[src/rtl/core/assert_macros.svh]
// assertion macros used by the rtl top
// no dependencies
`ifndef ASSERT_MACROS_SVH
`define ASSERT_MACROS_SVH

// a holds on a cycle implies b on the same cycle
`define ASSERT_IMPLIES(label, clk, rst_n, a, b) \
  label: assert property (@(posedge clk) disable iff (!rst_n) (a) |-> (b)) \
    else $error("assertion failed");

// a holds on a cycle implies b on the next cycle
`define ASSERT_NEXT(label, clk, rst_n, a, b) \
  label: assert property (@(posedge clk) disable iff (!rst_n) (a) |=> (b)) \
    else $error("assertion failed");

`endif

[src/rtl/core/grc_pkg.sv]
// types, constants and the button remap for the gamepad report conditioner
// no dependencies
package grc_pkg;

  localparam int unsigned BtnW   = 14;
  localparam int unsigned AxisW  = 16;
  localparam int unsigned DzW    = 15;
  localparam logic [DzW-1:0] DzReset = 15'd6554;
  localparam logic [14:0] MagMax = 15'd32767;

  localparam logic [1:0] LinkNone = 2'd0;
  localparam logic [1:0] LinkUp   = 2'd1;
  localparam logic [1:0] LinkDown = 2'd2;

  localparam logic ActReport = 1'b0;
  localparam logic ActClear  = 1'b1;

  typedef logic [3:0] src_bit_t;
  localparam src_bit_t BtnSrc [BtnW] = '{
    4'd4, 4'd5, 4'd12, 4'd13, 4'd14, 4'd15, 4'd2,
    4'd3, 4'd0, 4'd1, 4'd8, 4'd9, 4'd6, 4'd7
  };

  typedef enum logic [2:0] {
    ST_IDLE, ST_SQ, ST_ROOT, ST_SCALE, ST_DEN, ST_PROD, ST_DIV, ST_DONE
  } stick_state_e;

  typedef enum logic [1:0] {
    T_IDLE, T_STICK_L, T_STICK_R, T_EMIT
  } top_state_e;

  typedef struct packed {
    logic                    done;
    logic [AxisW-1:0]        x;
    logic [AxisW-1:0]        y;
  } stick_res_t;

  function automatic logic [BtnW-1:0] remap_buttons(input logic [15:0] raw);
    logic [BtnW-1:0] held;
    held = '0;
    for (int i = 0; i < BtnW; i++) begin
      held[i] = raw[BtnSrc[i]];
    end
    return held;
  endfunction

endpackage

[src/rtl/core/grc_sqrt.sv]
// iterative integer square root, two radicand bits per cycle
// depends on nothing but the clock and reset
module grc_sqrt (
  input  logic        clk_i,
  input  logic        rst_ni,
  input  logic        start_i,
  input  logic [63:0] radicand_i,
  output logic        done_o,
  output logic [31:0] root_o
);

  logic [63:0] n_q;
  logic [34:0] rem_q, shifted, trial;
  logic [31:0] root_q;
  logic [4:0]  cnt_q;
  logic        run_q, done_q, ge;

  assign shifted = {rem_q[32:0], n_q[63:62]};
  assign trial   = {1'b0, root_q, 2'b01};
  assign ge      = shifted >= trial;

  always_ff @(posedge clk_i or negedge rst_ni) begin
    if (!rst_ni) begin
      n_q    <= '0;
      rem_q  <= '0;
      root_q <= '0;
      cnt_q  <= '0;
      run_q  <= 1'b0;
      done_q <= 1'b0;
    end else begin
      done_q <= 1'b0;
      if (start_i) begin
        n_q    <= radicand_i;
        rem_q  <= '0;
        root_q <= '0;
        cnt_q  <= 5'd31;
        run_q  <= 1'b1;
      end else if (run_q) begin
        n_q    <= {n_q[61:0], 2'b00};
        rem_q  <= ge ? shifted - trial : shifted;
        root_q <= {root_q[30:0], ge};
        cnt_q  <= cnt_q - 5'd1;
        if (cnt_q == 5'd0) begin
          run_q  <= 1'b0;
          done_q <= 1'b1;
        end
      end
    end
  end

  assign done_o = done_q;
  assign root_o = root_q;

endmodule

[src/rtl/core/grc_div.sv]
// iterative fraction divider, 31 quotient bits, one per cycle
// dividend must be below the divisor
module grc_div (
  input  logic        clk_i,
  input  logic        rst_ni,
  input  logic        start_i,
  input  logic [47:0] dividend_i,
  input  logic [63:0] divisor_i,
  output logic        done_o,
  output logic [30:0] quo_o
);

  logic [63:0] rem_q, div_q, sh;
  logic [30:0] quo_q;
  logic [4:0]  cnt_q;
  logic        run_q, done_q, ge;

  assign sh = {rem_q[62:0], 1'b0};
  assign ge = sh >= div_q;

  always_ff @(posedge clk_i or negedge rst_ni) begin
    if (!rst_ni) begin
      rem_q  <= '0;
      div_q  <= '0;
      quo_q  <= '0;
      cnt_q  <= '0;
      run_q  <= 1'b0;
      done_q <= 1'b0;
    end else begin
      done_q <= 1'b0;
      if (start_i) begin
        rem_q <= {16'b0, dividend_i};
        div_q <= divisor_i;
        quo_q <= '0;
        cnt_q <= 5'd30;
        run_q <= 1'b1;
      end else if (run_q) begin
        rem_q <= ge ? sh - div_q : sh;
        quo_q <= {quo_q[29:0], ge};
        cnt_q <= cnt_q - 5'd1;
        if (cnt_q == 5'd0) begin
          run_q  <= 1'b0;
          done_q <= 1'b1;
        end
      end
    end
  end

  assign done_o = done_q;
  assign quo_o  = quo_q;

endmodule

[src/rtl/core/grc_stick.sv]
// radial dead zone sequencer for one stick, one shared 32x16 multiplier
// uses grc_pkg, grc_sqrt and grc_div
module grc_stick (
  input  logic                         clk_i,
  input  logic                         rst_ni,
  input  logic                         start_i,
  input  logic [grc_pkg::AxisW-1:0]    raw_x_i,
  input  logic [grc_pkg::AxisW-1:0]    raw_y_i,
  input  logic [grc_pkg::DzW-1:0]      dz_radius_i,
  output grc_pkg::stick_res_t          res_o
);

  grc_pkg::stick_state_e state_q, state_d;

  logic [15:0] mag_x_q, mag_y_q, mag_sel;
  logic        sgn_x_q, sgn_y_q;
  logic [14:0] dz_q;
  logic        sel_q, sel_d;
  logic [33:0] s_q, s_sum;
  logic [31:0] r_q, g_q;
  logic [47:0] t_q;
  logic [63:0] den_q;
  logic [14:0] out_x_q, out_y_q;
  logic [30:0] thr;
  logic [15:0] dz_comp;
  logic [31:0] mul_a;
  logic [15:0] mul_b;
  logic [47:0] prod;
  logic        in_dz, p_big, load;
  logic        sqrt_go, sqrt_done, div_go, div_done;
  logic [31:0] root;
  logic [30:0] quo;
  logic [31:0] q_inc;
  logic [14:0] q_mag;

  assign mag_sel = sel_q ? mag_y_q : mag_x_q;
  assign thr     = {dz_q, 16'b0} - {16'b0, dz_q};
  assign dz_comp = 16'd32768 - {1'b0, dz_q};
  assign in_dz   = r_q < {1'b0, thr};
  assign prod    = mul_a * {32'b0, mul_b};
  assign p_big   = {16'b0, prod} >= den_q;
  assign q_inc   = ({1'b0, quo} + 32'd1) >> 1;
  assign q_mag   = (q_inc > 32'd32767) ? grc_pkg::MagMax : q_inc[14:0];
  // x^2 + y^2 while the y square is on the multiplier
  assign s_sum   = s_q + {2'b0, prod[31:0]};
  assign load    = start_i && (state_q == grc_pkg::ST_IDLE || state_q == grc_pkg::ST_DONE);

  // operand select for the shared multiplier
  always_comb begin
    mul_a = {16'b0, mag_sel};
    mul_b = mag_sel;
    unique case (state_q)
      grc_pkg::ST_SCALE: begin
        mul_a = r_q;
        mul_b = dz_comp;
      end
      grc_pkg::ST_PROD: begin
        mul_a = g_q;
        mul_b = mag_sel;
      end
      default: begin
        mul_a = {16'b0, mag_sel};
        mul_b = mag_sel;
      end
    endcase
  end

  always_comb begin
    state_d = state_q;
    sel_d   = sel_q;
    unique case (state_q)
      grc_pkg::ST_IDLE: if (start_i) begin
        state_d = grc_pkg::ST_SQ;
        sel_d   = 1'b0;
      end
      grc_pkg::ST_SQ: begin
        sel_d = ~sel_q;
        if (sel_q) state_d = grc_pkg::ST_ROOT;
      end
      grc_pkg::ST_ROOT:  if (sqrt_done) state_d = grc_pkg::ST_SCALE;
      grc_pkg::ST_SCALE: state_d = in_dz ? grc_pkg::ST_DONE : grc_pkg::ST_DEN;
      grc_pkg::ST_DEN: begin
        state_d = grc_pkg::ST_PROD;
        sel_d   = 1'b0;
      end
      grc_pkg::ST_PROD: begin
        if (!p_big) begin
          state_d = grc_pkg::ST_DIV;
        end else if (sel_q) begin
          state_d = grc_pkg::ST_DONE;
        end else begin
          sel_d = 1'b1;
        end
      end
      grc_pkg::ST_DIV: if (div_done) begin
        if (sel_q) begin
          state_d = grc_pkg::ST_DONE;
        end else begin
          state_d = grc_pkg::ST_PROD;
          sel_d   = 1'b1;
        end
      end
      grc_pkg::ST_DONE: begin
        if (start_i) begin
          state_d = grc_pkg::ST_SQ;
          sel_d   = 1'b0;
        end else begin
          state_d = grc_pkg::ST_IDLE;
        end
      end
      default: state_d = grc_pkg::ST_IDLE;
    endcase
  end

  always_comb begin
    sqrt_go = 1'b0;
    div_go  = 1'b0;
    unique case (state_q)
      grc_pkg::ST_SQ:   sqrt_go = sel_q;
      grc_pkg::ST_PROD: div_go  = ~p_big;
      default: begin
        sqrt_go = 1'b0;
        div_go  = 1'b0;
      end
    endcase
  end

  always_ff @(posedge clk_i or negedge rst_ni) begin
    if (!rst_ni) begin
      state_q <= grc_pkg::ST_IDLE;
      sel_q   <= 1'b0;
    end else begin
      state_q <= state_d;
      sel_q   <= sel_d;
    end
  end

  always_ff @(posedge clk_i) begin
    if (load) begin
      // |2*raw+1| is the raw value (or its complement) with a one appended
      mag_x_q <= {raw_x_i[15] ? ~raw_x_i[14:0] : raw_x_i[14:0], 1'b1};
      mag_y_q <= {raw_y_i[15] ? ~raw_y_i[14:0] : raw_y_i[14:0], 1'b1};
      sgn_x_q <= raw_x_i[15];
      sgn_y_q <= raw_y_i[15];
      dz_q    <= dz_radius_i;
      out_x_q <= '0;
      out_y_q <= '0;
    end
    unique case (state_q)
      grc_pkg::ST_SQ: s_q <= (sel_q ? s_q : 34'd0) + {2'b0, prod[31:0]};
      grc_pkg::ST_ROOT: if (sqrt_done) r_q <= root;
      grc_pkg::ST_SCALE: begin
        g_q <= r_q - {1'b0, thr};
        t_q <= prod;
      end
      grc_pkg::ST_DEN: den_q <= {t_q, 16'b0} - {16'b0, t_q};
      grc_pkg::ST_PROD: if (p_big) begin
        if (sel_q) out_y_q <= grc_pkg::MagMax;
        else       out_x_q <= grc_pkg::MagMax;
      end
      grc_pkg::ST_DIV: if (div_done) begin
        if (sel_q) out_y_q <= q_mag;
        else       out_x_q <= q_mag;
      end
      default: ;
    endcase
  end

  grc_sqrt u_sqrt (
    .clk_i      (clk_i),
    .rst_ni     (rst_ni),
    .start_i    (sqrt_go),
    .radicand_i ({s_sum, 30'b0}),
    .done_o     (sqrt_done),
    .root_o     (root)
  );

  grc_div u_div (
    .clk_i      (clk_i),
    .rst_ni     (rst_ni),
    .start_i    (div_go),
    .dividend_i (prod),
    .divisor_i  (den_q),
    .done_o     (div_done),
    .quo_o      (quo)
  );

  assign res_o.done = (state_q == grc_pkg::ST_DONE);
  assign res_o.x    = sgn_x_q ? 16'd0 - {1'b0, out_x_q} : {1'b0, out_x_q};
  assign res_o.y    = sgn_y_q ? 16'd0 - {1'b0, out_y_q} : {1'b0, out_y_q};

endmodule

[src/rtl/core/gamepad_report_conditioner.sv]
// gamepad report conditioner: button edges, link changes, stick dead zones
// sequence: a pad report runs the left stick, then the right stick, each a root and up to two
// divides (the root alone in the dead zone), before m_tvalid; a clear or ignored item goes to emit
// throughput: one item at a time, the next beat taken the cycle after the result is registered;
// the result register waits while an earlier beat is still held on the output
// reset: asynchronous, clears all pad state and sets the dead zone radius to 6554
module gamepad_report_conditioner #(
  parameter int unsigned PAD_COUNT = 4
) (
  input  logic          clk_i,
  input  logic          rst_ni,
  input  logic          s_tvalid,
  output logic          s_tready,
  // pad_index, pad_present, raw_buttons, raw left x, raw left y,
  // raw right x, raw right y, left_trigger_raw, right_trigger_raw
  input  logic [103:0]  s_tdata,
  // action
  input  logic          s_tuser,
  output logic          m_tvalid,
  input  logic          m_tready,
  // held_mask, press_mask, release_mask, out_left_x, out_left_y,
  // out_right_x, out_right_y, out_left_trigger, out_right_trigger, link_change
  output logic [127:0]  m_tdata,
  input  logic          psel,
  input  logic          penable,
  input  logic          pwrite,
  input  logic [2:0]    paddr,
  input  logic [31:0]   pwdata,
  output logic [31:0]   prdata,
  output logic          pready
);

  `include "assert_macros.svh"

  grc_pkg::top_state_e state_q, state_d;

  logic [grc_pkg::DzW-1:0]  dz_q;
  logic [grc_pkg::BtnW-1:0] last_mask_q [PAD_COUNT];
  logic [PAD_COUNT-1:0]     conn_q;

  logic [1:0]  pad;
  logic        present, accept, report, pad_ok;
  logic [15:0] raw_btn;
  logic [grc_pkg::BtnW-1:0] held, prev;
  logic        prev_conn;

  logic [13:0] held_q, press_q, rel_q;
  logic [7:0]  lt_q, rt_q;
  logic [1:0]  link_q;
  logic [15:0] rx_q, ry_q, olx_q, oly_q, orx_q, ory_q;
  logic [127:0] m_data_q;
  logic        m_valid_q;

  logic        stick_go;
  logic [15:0] stick_x, stick_y;
  grc_pkg::stick_res_t stick_res;
  logic        emit;

  assign pad      = s_tdata[1:0];
  assign present  = s_tdata[2];
  assign accept   = s_tvalid & s_tready;
  assign pad_ok   = 32'(pad) < PAD_COUNT;
  assign report   = (s_tuser == grc_pkg::ActReport) && pad_ok;
  assign raw_btn  = present ? s_tdata[18:3] : 16'd0;
  assign held     = grc_pkg::remap_buttons(raw_btn);

  always_comb begin
    prev      = '0;
    prev_conn = 1'b0;
    for (int i = 0; i < PAD_COUNT; i++) begin
      if (32'(pad) == i) begin
        prev      = last_mask_q[i];
        prev_conn = conn_q[i];
      end
    end
  end

  // apb register
  assign pready = 1'b1;
  assign prdata = (paddr[2] == 1'b0) ? {17'b0, dz_q} : 32'd0;

  always_ff @(posedge clk_i or negedge rst_ni) begin
    if (!rst_ni) begin
      dz_q <= grc_pkg::DzReset;
    end else if (psel && penable && pwrite && pready && paddr[2] == 1'b0) begin
      dz_q <= pwdata[14:0];
    end
  end

  // pad state
  always_ff @(posedge clk_i or negedge rst_ni) begin
    if (!rst_ni) begin
      conn_q <= '0;
      for (int i = 0; i < PAD_COUNT; i++) last_mask_q[i] <= '0;
    end else if (accept) begin
      if (s_tuser == grc_pkg::ActClear) begin
        conn_q <= '0;
        for (int i = 0; i < PAD_COUNT; i++) last_mask_q[i] <= '0;
      end else if (pad_ok) begin
        for (int i = 0; i < PAD_COUNT; i++) begin
          if (32'(pad) == i) begin
            last_mask_q[i] <= held;
            conn_q[i]      <= present;
          end
        end
      end
    end
  end

  // sequencer
  always_comb begin
    state_d = state_q;
    unique case (state_q)
      grc_pkg::T_IDLE: if (accept) begin
        state_d = report ? grc_pkg::T_STICK_L : grc_pkg::T_EMIT;
      end
      grc_pkg::T_STICK_L: if (stick_res.done) state_d = grc_pkg::T_STICK_R;
      grc_pkg::T_STICK_R: if (stick_res.done) state_d = grc_pkg::T_EMIT;
      grc_pkg::T_EMIT: if (!m_valid_q || m_tready) state_d = grc_pkg::T_IDLE;
      default: state_d = grc_pkg::T_IDLE;
    endcase
  end

  always_comb begin
    s_tready = 1'b0;
    stick_go = 1'b0;
    stick_x  = rx_q;
    stick_y  = ry_q;
    emit     = 1'b0;
    unique case (state_q)
      grc_pkg::T_IDLE: begin
        s_tready = 1'b1;
        stick_go = s_tvalid && report;
        stick_x  = present ? s_tdata[34:19] : 16'd0;
        stick_y  = present ? s_tdata[50:35] : 16'd0;
      end
      grc_pkg::T_STICK_L: stick_go = stick_res.done;
      grc_pkg::T_STICK_R: ;
      grc_pkg::T_EMIT:    emit = !m_valid_q || m_tready;
      default: ;
    endcase
  end

  always_ff @(posedge clk_i or negedge rst_ni) begin
    if (!rst_ni) begin
      state_q   <= grc_pkg::T_IDLE;
      m_valid_q <= 1'b0;
    end else begin
      state_q <= state_d;
      if (emit) m_valid_q <= 1'b1;
      else if (m_tready) m_valid_q <= 1'b0;
    end
  end

  always_ff @(posedge clk_i) begin
    if (accept) begin
      held_q  <= report ? held : '0;
      press_q <= report ? (held & ~prev) : '0;
      rel_q   <= report ? (prev & ~held) : '0;
      lt_q    <= (report && present) ? s_tdata[90:83] : 8'd0;
      rt_q    <= (report && present) ? s_tdata[98:91] : 8'd0;
      rx_q    <= present ? s_tdata[66:51] : 16'd0;
      ry_q    <= present ? s_tdata[82:67] : 16'd0;
      olx_q   <= '0;
      oly_q   <= '0;
      orx_q   <= '0;
      ory_q   <= '0;
      if (!report) begin
        link_q <= grc_pkg::LinkNone;
      end else if (present && !prev_conn) begin
        link_q <= grc_pkg::LinkUp;
      end else if (!present && prev_conn) begin
        link_q <= grc_pkg::LinkDown;
      end else begin
        link_q <= grc_pkg::LinkNone;
      end
    end
    if (state_q == grc_pkg::T_STICK_L && stick_res.done) begin
      olx_q <= stick_res.x;
      oly_q <= stick_res.y;
    end
    if (state_q == grc_pkg::T_STICK_R && stick_res.done) begin
      orx_q <= stick_res.x;
      ory_q <= stick_res.y;
    end
    if (emit) begin
      m_data_q <= {4'b0, link_q, rt_q, lt_q, ory_q, orx_q,
                   oly_q, olx_q, rel_q, press_q, held_q};
    end
  end

  grc_stick u_stick (
    .clk_i       (clk_i),
    .rst_ni      (rst_ni),
    .start_i     (stick_go),
    .raw_x_i     (stick_x),
    .raw_y_i     (stick_y),
    .dz_radius_i (dz_q),
    .res_o       (stick_res)
  );

  assign m_tvalid = m_valid_q;
  assign m_tdata  = m_data_q;

  `ASSERT_IMPLIES(a_done_in_stick, clk_i, rst_ni, stick_res.done,
    state_q == grc_pkg::T_STICK_L || state_q == grc_pkg::T_STICK_R)
  `ASSERT_NEXT(a_clear_drops_links, clk_i, rst_ni,
    accept && s_tuser == grc_pkg::ActClear, conn_q == '0)
  `ASSERT_IMPLIES(a_link_code, clk_i, rst_ni, m_valid_q, m_data_q[123:122] != 2'd3)

endmodule

[config.mk]
export PLATFORM = sky130hd
export DESIGN_NAME = gamepad_report_conditioner
export DESIGN_NICKNAME = d
export VERILOG_FILES = /design/src/rtl/core/grc_pkg.sv /design/src/rtl/core/grc_sqrt.sv /design/src/rtl/core/grc_div.sv /design/src/rtl/core/grc_stick.sv /design/src/rtl/core/gamepad_report_conditioner.sv
export VERILOG_INCLUDE_DIRS = /design/src /design/src/rtl/core
export SDC_FILE = /design/constraint.sdc
export NUM_CORES = 2
export LEC_CHECK = 0
export ABC_AREA = 1
export BUFFER_PORTS_ARGS = -buffer_cell sky130_fd_sc_hd__buf_2
export CORE_MARGIN = 2
export CORE_UTILIZATION = 58
export DETAILED_ROUTE_END_ITERATION = 8
export PLACE_DENSITY_LB_ADDON = 0.12
export SYNTH_ARGS = -nofsm -noshare
export SYNTH_HDL_FRONTEND = slang
export SYNTH_SLANG_ARGS = --single-unit
[constraint.sdc]
create_clock -name clk_i -period 10 [get_ports clk_i]
set_input_delay 1 -clock clk_i [delete_from_list [all_inputs] [get_ports clk_i]]
set_output_delay 1 -clock clk_i [all_outputs]
set_load 0.005 [all_outputs]
==> impl_metrics.py <==
metrics = {
    "drt": {
        "first_pass_iters": 9,
        "wire_per_inst_um": 20.9,
        "wl_um": 226000,
        "viasPerCell": 5.64,
        "vias": 61000,
        "ant_nets": 0,
        "drc": 2,
        "drtIter0Drc": 6202,
    },
    "synthesis": {
        "synth_top_cell_by_area": "edfxtp_1",
        "synth-seq-cells": 920,
        "synth_ff_type": "edfxtp_1",
        "synth_edf_count": 537,
        "synthArstFlopShare": 0.384,
        "synth_top_area_share": 0.228,
        "syn_area_per_cell_um2": 8.08,
        "synthCells": 8752,
        "synthDistinctLibCells": 64,
        "yosys_warnings": 0,
        "syn_area_um2": 70700,
        "synth_area_leaders": "edfxtp_1 23%, dfrtp_1 12%, fa_1 12%",
        "synth_seq_area_share": 0.362,
    },
    "status": {
        "violations": "design-rule violations",
        "status": "finished, violations left",
    },
    "clock_tree": {
        "cts_buffers": 100,
        "cts_htree_levels": 3,
        "cts_tree": "done",
        "clockBufferDepth": 3,
        "cts.sinks": 920,
        "clock_latency_ns": 0.78,
        "clk_pin_slew_ns": 0.06,
        "cts-root-buf": "clkbuf_16",
    },
    "floorplanning": {
        "io-pin-count": 310,
        "die_area_um2": 125000,
        "row_count": 128,
        "core_um2": 121000,
        "start_util": 0.582,
        "fp.dieH_um": 353,
        "die_w_um": 353,
    },
    "global_routing": {
        "grt_max_degree": 147,
        "grt_pass1_vias": 59500,
        "met2_usage": 0.581,
        "grtUsageMet3": 0.0507,
        "grtUsageTotal": 0.355,
        "grt_first_pass_wirelength_um": 343000,
        "grt-ovfl-total": 0,
        "grt.busiest_layer": "met2",
        "met1_usage": 0.484,
        "antenna_found_initial": 1,
    },
    "sta": {
        "period_minus_slack_ns": 9.63,
        "relSlewSlack": 0.162,
        "holdWs_ns": 0.206,
        "clock.fmax_mhz": 104,
        "period_share": 0.963,
        "fin_ws_ns": 0.367,
        "slew_violations": 0,
        "setup_viol": 0,
        "finalHoldViolCount": 0,
        "final.setup_skew_ns": 0.0915,
        "worstMarginPinSlew_ns": 1.26,
    },
    "placement": {
        "place_worst_setup_slack_ns": -0.246,
        "place.gp.congestion": 1.02,
        "port-buffer-count": 261,
        "dp_hpwl_um": 176000,
        "place_area_um2": 74700,
    },
    "setup_path": {
        "crit_top_cell": "fa_1",
        "crit_required_ns": 10.66,
        "crit_type": "flip-flop to flip-flop",
        "path_buf_inv": 12,
        "crit_fanout": 17,
        "critPathTopFamily": "adder cells",
        "r2r_start": "u_stick.dz_q[0]$_DFFE_PP_",
        "end_kind": "flip-flop",
        "startpoint_type": "flip-flop",
        "crit_slowest_cell": "fa_2",
        "slowest_delay_ns": 0.61,
        "crit_start": "u_stick.dz_q[0]$_DFFE_PP_",
        "cp.arrival_ns": 10.29,
    },
    "finish": {
        "drive_gt1_frac": 0.0864,
        "fin_area_um2": 79200,
        "antenna_cells": 0,
        "fin_nets": 10100,
        "syn_to_final_growth_pct": 11.9,
        "fillCellCount": 10500,
    },
    "min_path": {
        "hold_class": "primary input to async pin",
    },
    "flow_run": {
        "drv_cap": 0,
    },
}
## stage by stage
step | utilization | setup TNS, ns | std cells
global route | 0.652 | -0.287 | 10800
detailed placement | 0.615 | -10.89 | 10600
finish | 0.652 | 0 | 10800
CTS | 0.645 | 0 | 10800
floorplan | - | 0 | 8772
global placement | 0.615 | -0.661 | 10600
## layout make-up
cell class,instances,area [um2],share of cell area
inverters,1510,5700,0.0720
well taps,1625,2030,0.0257
repair buffers,480,3400,0.0429
clock inverters,58,727,0.00918
clock buffers,132,2830,0.0357
multi-input cells,6080,38900,0.491
flip-flops and latches,920,25600,0.323
## routing by layer
metal  up-vias  wire (um)
li1      28700          -
met3       423      18600
met4         0       8800
met2      2634     105000
met5         -          0
met1     29200      93000
## Yosys cell counts, types with 87 or more instances
cell / count
ha_1: 406
nand3_1: 357
nand4_1: 95
fa_1: 422
o21ai_0: 468
dfrtp_1: 346
o22ai_1: 87
clkbuf_1: 173
a21oi_1: 438
edfxtp_1: 537
inv_1: 1488
nand2_1: 2011
nor2_1: 966
xor2_1: 239
## cell usage in the layout (no fill, tap or decap), drive strengths merged, types with 11 or more instances in the layout
cell type,Yosys,routed
nand2,2013,2013
inv,1497,1501
nor2,984,984
edfxtp,537,537
o21ai,494,494
buf,89,474
a21oi,443,443
fa,422,422
ha,406,406
nand3,359,359
dfrtp,346,346
xor2,239,239
clkbuf,173,138
nand4,95,95
o22ai,88,88
nor3,87,87
xnor2,68,68
clkinv,13,47
o21bai,46,46
a21o,44,44
a31oi,44,44
o211ai,43,43
dfxtp,30,30
nor4,24,24
nand3b,22,22
conb,2,22
o221ai,20,20
o21a,19,19
or2,19,19
a21boi,18,18
a22o,16,16
clkinvlp,0,11
## worst reg2reg max path: cells and delay by family, from the launching register on
family                   cells  cell delay [ns]
flip-flops                   1             0.40
adder cells (fa/ha/maj)      8             3.82
AO/OA/AOI/OAI                7             0.99
buffers and inverters       12             1.63
AND/OR/NAND/NOR             19             2.78
## flip-flops by register name, summed over array words and instances, names as in the netlist, 16 cells and up
| register | cells |
|---|---|
| last_mask_q | 56 |
| orx_q | 16 |
| olx_q | 16 |
| u_stick.den_q | 64 |
| u_stick.u_div.div_q | 64 |
| u_stick.u_div.quo_o | 31 |
| u_stick.t_q | 48 |
| u_stick.u_sqrt.root_o | 32 |
| m_tdata | 124 |
| ory_q | 16 |
| u_stick.u_div.rem_q | 63 |
| u_stick.g_q | 32 |
| ry_q | 16 |
| u_stick.u_sqrt.n_q | 34 |
| u_stick.u_sqrt.rem_q | 33 |
| u_stick.r_q | 32 |
| rx_q | 16 |
| oly_q | 16 |
| u_stick.s_q | 34 |
## repair_timing
item	4_1_cts	5_1_grt
cloned	0	7
buffers inserted	0	22
resized for setup	7	113
pin swaps	1	15
hold buffers	0	0
endpoints found under the setup margin	129	195
## logic make-up (layout without fill, tap and decap cells)
| family | count (synthesis) | count (layout) | share of synthesized area |
|---|---|---|---|
| buffers and inverters | 1772 | 2180 | 0.0968 |
| adders and majority gates | 828 | 828 | 0.191 |
| DFF | 920 | 920 | 0.362 |
| other | 2 | 22 | 0.000106 |
| and+or+nand+nor | 3622 | 3622 | 0.208 |
| xor gates and xnor gates | 307 | 307 | 0.0380 |
| AOI/OAI and AO/OA | 1301 | 1301 | 0.104 |
## final timing paths
| kind | slack [ns] | depth (start not counted) | endpoint |
|---|---|---|---|
| min in group clk_i | 0.41 | 0 | m_tdata[102]$_DFFE_PP_ |
| hold / removal | 0.21 | 1 | u_stick.u_div.rem_q[53]$_DFFE_PN0P_ |
| setup / recovery | 0.37 | 46 | u_stick.u_div.rem_q[16]$_DFFE_PN0P_ |
| max in group asynchronous | 7.42 | 3 | u_stick.sel_q$_DFFE_PN0P_ |
| setup reg to reg | 0.37 | 46 | u_stick.u_div.rem_q[16]$_DFFE_PN0P_ |
| hold reg to reg | 0.41 | 0 | m_tdata[102]$_DFFE_PP_ |
Power is left out: the tool's default activity adds up to more than one toggle a clock period on the data nets, which glitch-free logic cannot reach.
